===== src/hw/rtl/gbt_pkg.sv =====
`timescale 1ns / 1ps
// ----------------------------------------------------------------------------
// gbt_pkg
// Shared constants, codes and controller/datapath types of the graph
// traversal block.
// ----------------------------------------------------------------------------
package gbt_pkg;

  localparam int unsigned VTX_W            = 6;
  localparam int unsigned DEF_MAX_VERTICES = 64;
  localparam int unsigned DEF_MAX_ARCS     = 256;
  localparam int unsigned RESULT_CAP       = 64;
  localparam int unsigned RES_W            = 7;

  typedef enum logic [1:0] {
    OP_ADD  = 2'd0,
    OP_BFS  = 2'd1,
    OP_DFS  = 2'd2,
    OP_NONE = 2'd3
  } op_e;

  typedef enum logic [4:0] {
    CMD_NONE,
    CMD_CLR_HEAD,
    CMD_ACCEPT,
    CMD_ARC_RD,
    CMD_ARC_WR,
    CMD_ARC_LINK,
    CMD_ADD_OK,
    CMD_ADD_BAD,
    CMD_ONE,
    CMD_CLR_VIS,
    CMD_B_INIT,
    CMD_B_POP,
    CMD_B_HEAD,
    CMD_B_EMIT,
    CMD_SCAN,
    CMD_TGT,
    CMD_B_VIS,
    CMD_D_INIT,
    CMD_D_INIT2,
    CMD_D_TOP,
    CMD_D_CUR,
    CMD_D_PUSHF,
    CMD_D_POP,
    CMD_D_PUSH,
    CMD_FLUSH
  } dp_cmd_e;

  typedef struct packed {
    op_e  op;
    logic start_ok;
    logic add_bad;
    logic arc_more;
    logic clr_last;
    logic can_emit;
    logic out_free;
    logic queue_ok;
    logic scan_end;
    logic take;
    logic stack_ok;
    logic sp_room;
  } dp_status_t;

endpackage


===== src/hw/rtl/gbt_ctrl.sv =====
`timescale 1ns / 1ps
// ----------------------------------------------------------------------------
// gbt_ctrl
// Sequencer: steps the datapath through insertion, BFS and DFS.
// ----------------------------------------------------------------------------
module gbt_ctrl
  import gbt_pkg::*;
(
  input  logic       clk_i,
  input  logic       rst_ni,
  input  logic       in_valid_i,
  output logic       in_ready_o,
  input  dp_status_t sts_i,
  output dp_cmd_e    cmd_o
);
  typedef enum logic [27:0] {
    S_INIT     = 28'h0000001,
    S_IDLE     = 28'h0000002,
    S_DISPATCH = 28'h0000004,
    S_ADD_CHK  = 28'h0000008,
    S_ARC_RD   = 28'h0000010,
    S_ARC_WR   = 28'h0000020,
    S_ARC_LINK = 28'h0000040,
    S_ADD_OK   = 28'h0000080,
    S_CLR_VIS  = 28'h0000100,
    S_B_INIT   = 28'h0000200,
    S_B_POP    = 28'h0000400,
    S_B_HEAD   = 28'h0000800,
    S_B_EMIT   = 28'h0001000,
    S_B_SCAN   = 28'h0002000,
    S_B_TGT    = 28'h0004000,
    S_B_VIS    = 28'h0008000,
    S_D_INIT   = 28'h0010000,
    S_D_INIT2  = 28'h0020000,
    S_D_TOP    = 28'h0040000,
    S_D_CUR    = 28'h0080000,
    S_D_SCAN   = 28'h0100000,
    S_D_TGT    = 28'h0200000,
    S_D_VIS    = 28'h0400000,
    S_D_FOUND  = 28'h0800000,
    S_D_POP    = 28'h1000000,
    S_D_PUSH   = 28'h2000000,
    S_FLUSH    = 28'h4000000,
    S_SPARE    = 28'h8000000
  } state_e;

  state_e state_q, state_d;

  assign in_ready_o = (state_q == S_IDLE);

  // next state and command
  always_comb begin
    state_d = state_q;
    cmd_o   = CMD_NONE;
    case (state_q)
      S_INIT: begin
        cmd_o = CMD_CLR_HEAD;
        if (sts_i.clr_last) state_d = S_IDLE;
      end
      S_IDLE: begin
        if (in_valid_i) begin
          cmd_o   = CMD_ACCEPT;
          state_d = S_DISPATCH;
        end
      end
      S_DISPATCH: begin
        case (sts_i.op)
          OP_ADD:  state_d = S_ADD_CHK;
          OP_NONE: state_d = S_IDLE;
          default: begin
            if (sts_i.start_ok) begin
              state_d = S_CLR_VIS;
            end else begin
              cmd_o   = CMD_ONE;
              state_d = S_FLUSH;
            end
          end
        endcase
      end
      S_ADD_CHK: begin
        if (sts_i.add_bad) begin
          cmd_o   = CMD_ADD_BAD;
          state_d = S_FLUSH;
        end else begin
          state_d = S_ARC_RD;
        end
      end
      S_ARC_RD: begin
        cmd_o   = CMD_ARC_RD;
        state_d = S_ARC_WR;
      end
      S_ARC_WR: begin
        cmd_o   = CMD_ARC_WR;
        state_d = S_ARC_LINK;
      end
      S_ARC_LINK: begin
        cmd_o   = CMD_ARC_LINK;
        state_d = sts_i.arc_more ? S_ARC_RD : S_ADD_OK;
      end
      S_ADD_OK: begin
        cmd_o   = CMD_ADD_OK;
        state_d = S_FLUSH;
      end
      S_CLR_VIS: begin
        cmd_o = CMD_CLR_VIS;
        if (sts_i.clr_last) state_d = (sts_i.op == OP_BFS) ? S_B_INIT : S_D_INIT;
      end
      S_B_INIT: begin
        cmd_o   = CMD_B_INIT;
        state_d = S_B_POP;
      end
      S_B_POP: begin
        if (sts_i.queue_ok) begin
          cmd_o   = CMD_B_POP;
          state_d = S_B_HEAD;
        end else begin
          state_d = S_FLUSH;
        end
      end
      S_B_HEAD: begin
        cmd_o   = CMD_B_HEAD;
        state_d = S_B_EMIT;
      end
      S_B_EMIT: begin
        if (sts_i.can_emit) begin
          cmd_o   = CMD_B_EMIT;
          state_d = S_B_SCAN;
        end
      end
      S_B_SCAN: begin
        if (sts_i.scan_end) begin
          state_d = S_B_POP;
        end else begin
          cmd_o   = CMD_SCAN;
          state_d = S_B_TGT;
        end
      end
      S_B_TGT: begin
        cmd_o   = CMD_TGT;
        state_d = S_B_VIS;
      end
      S_B_VIS: begin
        cmd_o   = CMD_B_VIS;
        state_d = S_B_SCAN;
      end
      S_D_INIT: begin
        cmd_o   = CMD_D_INIT;
        state_d = S_D_INIT2;
      end
      S_D_INIT2: begin
        cmd_o   = CMD_D_INIT2;
        state_d = S_D_TOP;
      end
      S_D_TOP: begin
        if (sts_i.stack_ok) begin
          cmd_o   = CMD_D_TOP;
          state_d = S_D_CUR;
        end else begin
          state_d = S_FLUSH;
        end
      end
      S_D_CUR: begin
        cmd_o   = CMD_D_CUR;
        state_d = S_D_SCAN;
      end
      S_D_SCAN: begin
        if (sts_i.scan_end) begin
          state_d = S_D_POP;
        end else begin
          cmd_o   = CMD_SCAN;
          state_d = S_D_TGT;
        end
      end
      S_D_TGT: begin
        cmd_o   = CMD_TGT;
        state_d = S_D_VIS;
      end
      S_D_VIS: begin
        state_d = sts_i.take ? S_D_FOUND : S_D_SCAN;
      end
      S_D_FOUND: begin
        if (!sts_i.sp_room) begin
          cmd_o   = CMD_D_POP;
          state_d = S_D_TOP;
        end else if (sts_i.can_emit) begin
          cmd_o   = CMD_D_PUSHF;
          state_d = S_D_PUSH;
        end
      end
      S_D_POP: begin
        cmd_o   = CMD_D_POP;
        state_d = S_D_TOP;
      end
      S_D_PUSH: begin
        cmd_o   = CMD_D_PUSH;
        state_d = S_D_TOP;
      end
      S_FLUSH: begin
        if (sts_i.out_free) begin
          cmd_o   = CMD_FLUSH;
          state_d = S_IDLE;
        end
      end
      default: state_d = S_IDLE;
    endcase
  end

  // state register
  always_ff @(posedge clk_i or negedge rst_ni) begin
    if (!rst_ni) begin
      state_q <= S_INIT;
    end else begin
      state_q <= state_d;
    end
  end
endmodule


===== config.mk =====
export PLATFORM = sky130hd
export DESIGN_NAME = gbt_ctrl
export DESIGN_NICKNAME = d
export VERILOG_FILES = /design/src/hw/rtl/gbt_pkg.sv /design/src/hw/rtl/gbt_ctrl.sv
export SDC_FILE = /design/constraint.sdc
export NUM_CORES = 1
export LEC_CHECK = 0
export BUFFER_PORTS_ARGS = -buffer_cell sky130_fd_sc_hd__buf_4
export CAP_MARGIN = 0
export CORE_MARGIN = 2
export CORE_UTILIZATION = 50
export CTS_CLUSTER_SIZE = 16
export DETAILED_ROUTE_END_ITERATION = 7
export GPL_TIMING_DRIVEN = 1
export PLACE_DENSITY = 0.68
export RECOVER_POWER = 25
export SETUP_SLACK_MARGIN = 0.3
export SYNTH_ARGS = -nofsm -noshare
export SYNTH_HDL_FRONTEND = slang
export SYNTH_SLANG_ARGS = --single-unit

===== constraint.sdc =====
create_clock -name clk_i -period 3.2 [get_ports clk_i]
set_input_delay 0.64 -clock clk_i [delete_from_list [all_inputs] [get_ports clk_i]]
set_output_delay 0.64 -clock clk_i [all_outputs]
set_load 0.01 [all_outputs]

==> flow_metrics.env, run 1 <==
export IMPL_clk_pin_slew_ns=0.09
export IMPL_yosys_area_top_type_share_pct=35.0
export IMPL_area_growth_pct=42.2
export IMPL_nets=289
export IMPL_routabilityCongestion=0.906
export IMPL_met1_usage_pct=35.4
export IMPL_largest_reg_flops=27
export IMPL_drc=0
export IMPL_num_rows=22
export IMPL_relSlewSlack_pct=3.06
export IMPL_grt_max_degree=28
export IMPL_ys_warn_count=0
export IMPL_start_util_pct=51.6
export IMPL_rsz0062_at_grt="yes"
export IMPL_core_area_mm2=0.00361
export IMPL_syn_nets=226
export IMPL_antenna_found_initial=0
export IMPL_totalWireLength_um=5870
export IMPL_cap_violations=0
export IMPL_clock_sinks=27
export IMPL_grt_pass1_wl_um=9040
export IMPL_p_sw_mw=0.534
export IMPL_drtAntennaViolNets=0
export IMPL_drive_gt1_share_pct=46.8
export IMPL_hold_viol=0
export IMPL_drt_iter0_drc=146
export IMPL_async_flop_share_pct=100
export IMPL_arrival_ns=2.53
export IMPL_switching_share_pct=39.2
export IMPL_ys_ff_latch=27
export IMPL_synth_avg_cell_area_um2=8.98
export IMPL_timing_final_crit_period_ns=3.17
export IMPL_layoutNonFillerInstCount=317
export IMPL_hold_path_class="in2reg"
export IMPL_whs_ns=0.510
export IMPL_synth_top_area_cell="dfrtp_1"
export IMPL_clk_path_buf_depth=2
export IMPL_start_kind="flop"
export IMPL_top_regs="state_q: 27 flops"
export IMPL_leakage_nw=1.21
export IMPL_placed_cells=280
export IMPL_synth_cells=207
export IMPL_pwr_share_seq_pct=28.1
export IMPL_irDropWorstVdd_uv=446
export IMPL_top_register="state_q"
export IMPL_grt_use_met2_pct=49.0
export IMPL_tritoncts="built"
export IMPL_grt_overflow=0
export IMPL_placed_area_mm2=0.00211
export IMPL_insertion_delay_ns=0.27
export IMPL_finClkSkew_ns=0.00421
export IMPL_grt_pass1_vias=1949
export IMPL_root_buffer="clkbuf_8"
export IMPL_tns_ns=0
export IMPL_fp_dieW_um=65.0
export IMPL_syn_cell_area_mm2=0.00186
export IMPL_die_area_mm2=0.00422
export IMPL_num_vias=1966
export IMPL_cts_buffers=3
export IMPL_viasPerCell=6.20
export IMPL_grt_busiest_layer="met2"
export IMPL_pwr_share_comb_pct=57.8
export IMPL_status="complete, no violations"
export IMPL_fmax_mhz=315
export IMPL_wire_per_inst_um=18.5
export IMPL_use_met3_pct=4.17
export IMPL_io_pins=22
export IMPL_ys_types=48
export IMPL_synthTopCellsByArea="dfrtp_1 35%, nor2_1 5.5%, nand2_1 3.6%, nor4_4 3.4%, nand2b_1 3.4%"
export IMPL_worst_pin_slew_ns=1.45
export IMPL_dp_slack_ns=0.111
export IMPL_setup_viol=0
export IMPL_internal_power_mw=0.826
export IMPL_worstPathMaxFanout=6
export IMPL_required_ns=2.56
export IMPL_final_area_mm2=0.00264
export IMPL_hpwlAfterDp_um=3800
export IMPL_p_per_area_mw_per_mm2=515
export IMPL_die_y_um=65.0
export IMPL_slew_violations=0
export IMPL_fillers=251
export IMPL_clockPowerShare_pct=14.1
export IMPL_first_pass_iters=4
export IMPL_synth_ff_type="dfrtp_1"
export IMPL_ys_seq_area_share_pct=36.4
export IMPL_io_buffer_count=21
export IMPL_setup_worst_path_class="reg2out"
export IMPL_ctsHoldBuffers=0
export IMPL_fin_crit_sh_pct=99.1
export IMPL_antennaDiodeCount=0
export IMPL_final_setup_worst_slack_ns=0.0287
export IMPL_synth_edf_count=0
export IMPL_end_kind="primary output"
export IMPL_cts_htree_levels=1
export IMPL_track_usage_pct=28.3
-- cells by family after synthesis --
logic type               after synthesis  synth area share [%]
buffers and inverters                  8                  1.68
flip-flops                            27                  36.4
AND/OR/NAND/NOR                      133                  45.0
adder cells (fa/ha/maj)                3                  2.02
XOR/XNOR                               6                  2.83
AO/OA/AOI/OAI                         30                  12.0
-- placed cells by master, fill, tap and decap left out, types with 4 or more instances in the layout --
| cell type | count |
|---|---|
| nor4_4 | 6 |
| buf_6 | 5 |
| nor3_1 | 5 |
| nand2b_1 | 10 |
| nor2_2 | 4 |
| or4_1 | 4 |
| dfrtp_1 | 9 |
| nand4_1 | 7 |
| buf_4 | 53 |
| xor2_1 | 4 |
| or3_1 | 4 |
| inv_1 | 7 |
| nor2_1 | 24 |
| nand2_1 | 14 |
| nand3b_1 | 5 |
| nand3_1 | 6 |
| dfrtp_2 | 17 |
| nor2b_1 | 7 |
-- power by group through the flow --
stage / logic [mW] / clock network, mW / registers (mW)
floorplan: 0.328 / 0 / 0.387
global placement: 0.476 / 0 / 0.389
detailed placement: 0.485 / 0 / 0.391
CTS: 0.662 / 0.198 / 0.382
global route: 0.834 / 0.211 / 0.385
finish: 0.786 / 0.192 / 0.383
-- layer usage --
layer  part of all wire (%)  wire length (um)
met3                    6.5               382
met4                    3.4               200
met1                     41              2390
met5                      0                 0
met2                     49              2900
-- per-stage QoR --
stage,total power [mW],utilization [%]
3_3_place_gp,0.866,58.5
4_1_cts,1.24,69.7
3_5_place_dp,0.875,58.5
6_report,1.36,73.3
2_1_floorplan,0.715,-
5_1_grt,1.43,73.3
-- Yosys cell counts, drive strengths merged (2+ instances only) --
cell     count
a211oi       3
nand4        8
o2111ai      2
or3          6
nand4b       2
nor2b        7
o21ai        5
a21oi        4
nand2       18
nor3b        3
nor4        11
xor2         4
inv          7
ha           3
a2111oi      2
or4          7
or4b         2
nor3         9
nand2b      10
a31oi        3
a21o         2
xnor2        2
nand3b       5
nor2        28
nor4b        2
and2         4
dfrtp       26
o31ai        2
nand3        7
or2          2
-- path summary, 6_finish.rpt --
| path | start | slack, ns | to | cells after the start |
|---|---|---|---|---|
| worst max-delay path | state_q[16]$_DFFE_PN0P_ | 0.03 | cmd_o[0] | 10 |
| worst max register to register | state_q[16]$_DFFE_PN0P_ | 0.57 | state_q[1]$_DFFE_PN0P_ | 9 |
| worst min-delay path | sts_i[8] | 0.51 | state_q[7]$_DFFE_PN0P_ | 2 |
| worst min register to register | state_q[13]$_DFFE_PN0P_ | 0.59 | state_q[13]$_DFFE_PN0P_ | 2 |
| min in group asynchronous | rst_ni | 0.70 | state_q[17]$_DFFE_PN0P_ | 1 |
| max in group asynchronous | rst_ni | 1.55 | state_q[4]$_DFFE_PN0P_ | 1 |
-- final cells by class --
type | count | area [um^2] | area share (%)
Inverter | 7 | 26.3 | 0.994
Timing Repair Buffer | 59 | 458 | 17.3
Multi-Input combinational cell | 172 | 1360 | 51.3
Clock buffer | 4 | 45.0 | 1.70
Sequential cell | 27 | 698 | 26.4
Tap cell | 48 | 60.1 | 2.27
-- repair_timing --
action,CTS,global route
pin swaps,19,15
setup endpoints to repair,5,5
gates resized for setup,48,15
setup buffers,25,8
-- worst max-delay path: stages (launching register included) --
cell	delay, ns
dfrtp_2	0.46
nor4_2	0.35
nand4_2	0.20
buf_6	0.17
buf_6	0.12
nor4_4	0.37
a31oi_2	0.18
nor2_1	0.15
nor2_1	0.06
nand3_1	0.09
buf_6	0.11
Power figures use the tool's default switching activity.
==> run 2: changes to the inputs <==
REMOVE_ABC_BUFFERS = 1   (was default)
==> run 2 against run 1 <==
Core utilization shrank 3.7 points. Sequential cell count is the same. Sequential power grew 2%. Sequential share of layout area grew 1.3 points. Fmax shrank 0.73%. Worst hold slack lost 0.0047 ns. Highest routed layer unchanged. Power shrank 10%. First-iteration DRC count shrank 28%. Largest cell class unchanged. Critical endpoint unchanged. Register-to-register slack gained 0.06 ns. Clock power grew 4%. Clock-buffer cell count is the same. Setup slack lost 0.023 ns. Critical path type unchanged.
==> flow_metrics.env, run 2 (same netlist as run 1, synthesis figures left out) <==
export IMPL_placed_area_mm2=0.00211
export IMPL_worst_pin_slew_ns=1.47
export IMPL_top_regs="state_q: 27 flops"
export IMPL_grt_pass1_vias=1822
export IMPL_critPathSlowestCell="or4_4"
export IMPL_setup_worst_path_class="reg2out"
export IMPL_start_util_pct=51.6
export IMPL_insertion_delay_ns=0.27
export IMPL_timing_final_crit_period_ns=3.19
export IMPL_num_rows=22
export IMPL_fin_crit_sh_pct=99.8
export IMPL_final_setup_worst_slack_ns=0.00545
export IMPL_leakage_nw=1.18
export IMPL_dp_slack_ns=0.0778
export IMPL_crit_end="cmd_o[0]"
export IMPL_nets=284
export IMPL_final_area_mm2=0.00251
export IMPL_largest_reg_flops=27
export IMPL_grt_overflow=0
export IMPL_whs_ns=0.506
export IMPL_drt_iter0_drc=105
export IMPL_grt_pass1_wl_um=9010
export IMPL_cp_slowest_stage_delay_ns=0.64
export IMPL_io_pins=22
export IMPL_fp_dieW_um=65.0
export IMPL_wire_per_inst_um=17.9
export IMPL_worstPathMaxFanout=4
export IMPL_hpwlAfterDp_um=3880
export IMPL_clk_path_buf_depth=2
export IMPL_slew_violations=0
export IMPL_reg2reg_depth=8
export IMPL_status="complete, no violations"
export IMPL_worstPathCellList="nor4_4 -> nand4_1 -> or4_4 -> buf_6 -> nor2_4 -> a211oi_2 -> nand3_1 -> buf_4"
export IMPL_cap_violations=0
export IMPL_hold_path_class="in2reg"
export IMPL_drc=0
export IMPL_num_vias=1875
export IMPL_antennaDiodeCount=0
export IMPL_tritoncts="built"
export IMPL_tns_ns=0
export IMPL_fmax_mhz=313
export IMPL_rsz0062_at_grt="yes"
export IMPL_drive_gt1_share_pct=39.4
export IMPL_die_y_um=65.0
export IMPL_finClkSkew_ns=0.00346
export IMPL_final_util_pct=69.6
export IMPL_required_ns=2.56
export IMPL_root_buffer="clkbuf_8"
export IMPL_top_register="state_q"
export IMPL_arrival_ns=2.55
export IMPL_area_growth_pct=35.1
export IMPL_viasPerCell=6.01
export IMPL_totalWireLength_um=5580
export IMPL_reg2reg_slack_ns=0.63
export IMPL_cts_buffers=3
export IMPL_first_pass_iters=4
export IMPL_hold_viol=0
export IMPL_clk_pin_slew_ns=0.09
export IMPL_final_common_cell="buf_4"
export IMPL_irDropWorstVdd_uv=432
export IMPL_final_cell_mix="52 x buf_4, 26 x nor2_1, 16 x nand2_1"
export IMPL_end_kind="primary output"
export IMPL_core_area_mm2=0.00361
export IMPL_r2r_start="state_q[21]$_DFFE_PN0P_"
export IMPL_setup_worst_path_start="state_q[21]$_DFFE_PN0P_"
export IMPL_routabilityCongestion=0.901
export IMPL_grt_max_degree=28
export IMPL_cts_htree_levels=1
export IMPL_antenna_found_initial=0
export IMPL_r2r_end="state_q[1]$_DFFE_PN0P_"
export IMPL_die_area_mm2=0.00422
export IMPL_ctsHoldBuffers=0
export IMPL_start_kind="flop"
export IMPL_setup_viol=0
export IMPL_clock_sinks=27
export IMPL_p_per_area_mw_per_mm2=487
export IMPL_drtAntennaViolNets=0
export IMPL_io_buffer_count=21
export IMPL_track_usage_pct=28.2
export IMPL_relSlewSlack_pct=2.10
run 2: cell types whose count changed in the layout (fill, tap and decap cells not counted), moves of 3 or more:
| cell | before | now |
|---|---|---|
| a31oi_1 | 0 | 3 |
| buf_6 | 5 | 1 |
| nor2_2 | 4 | 1 |
| nor3_1 | 5 | 8 |
run 2: area by class of cell:
cell class                      count  area [um^2]
Multi-Input combinational cell    172         1280
Fill cell                         298         1090
Sequential cell                    27          696
Timing Repair Buffer               54          405
Tap cell                           48         60.1
Clock buffer                        4         45.0
Inverter                            7         26.3
run 2: where the power goes:
group          switching, mW  internal, mW
Clock                  0.110        0.0894
Combinational          0.348         0.285
Sequential            0.0315         0.359
Total                  0.489         0.733
run 2: through the flow:
step,power (mW),cells
after floorplan,0.715,206
after global placement,0.865,280
after detailed placement,0.875,280
after CTS,1.17,305
after global routing,1.30,312
final,1.22,312
run 2: worst max-delay path: cells and delay by family, from the launching register on:
kind	cells	cell delay (ns)
AND/OR/NAND/NOR	5	1.50
flip-flops	1	0.45
buffers and inverters	2	0.27
AO/OA/AOI/OAI	1	0.06
run 2: what timing repair did:
action                     4_1_cts  5_1_grt
setup endpoints to repair        5        5
resized for setup               29       10
pin swaps                       13        5
buffers inserted                21        7
run 2: how the worst min path moves through the flow:
| stage | from | end | slack [ns] | cells after the start |
|---|---|---|---|---|
| floorplan | rst_ni | state_q[10]$_DFFE_PN0P_ | 0.34 | 0 |
| detailed placement | state_q[13]$_DFFE_PN0P_ | state_q[13]$_DFFE_PN0P_ | 0.56 | 1 |
| global route | sts_i[8] | state_q[7]$_DFFE_PN0P_ | 0.50 | 2 |
| finish | sts_i[8] | state_q[7]$_DFFE_PN0P_ | 0.51 | 2 |
| CTS | rst_ni | state_q[13]$_DFFE_PN0P_ | 0.28 | 1 |
| global placement | state_q[13]$_DFFE_PN0P_ | state_q[13]$_DFFE_PN0P_ | 0.55 | 1 |
run 2: metal layers:
metal	global-route usage (%)	part of all wire (%)
met1	37.3	42
met2	47.4	50
met3	5.03	6.4
met4	7.45	1.8
met5	0	0
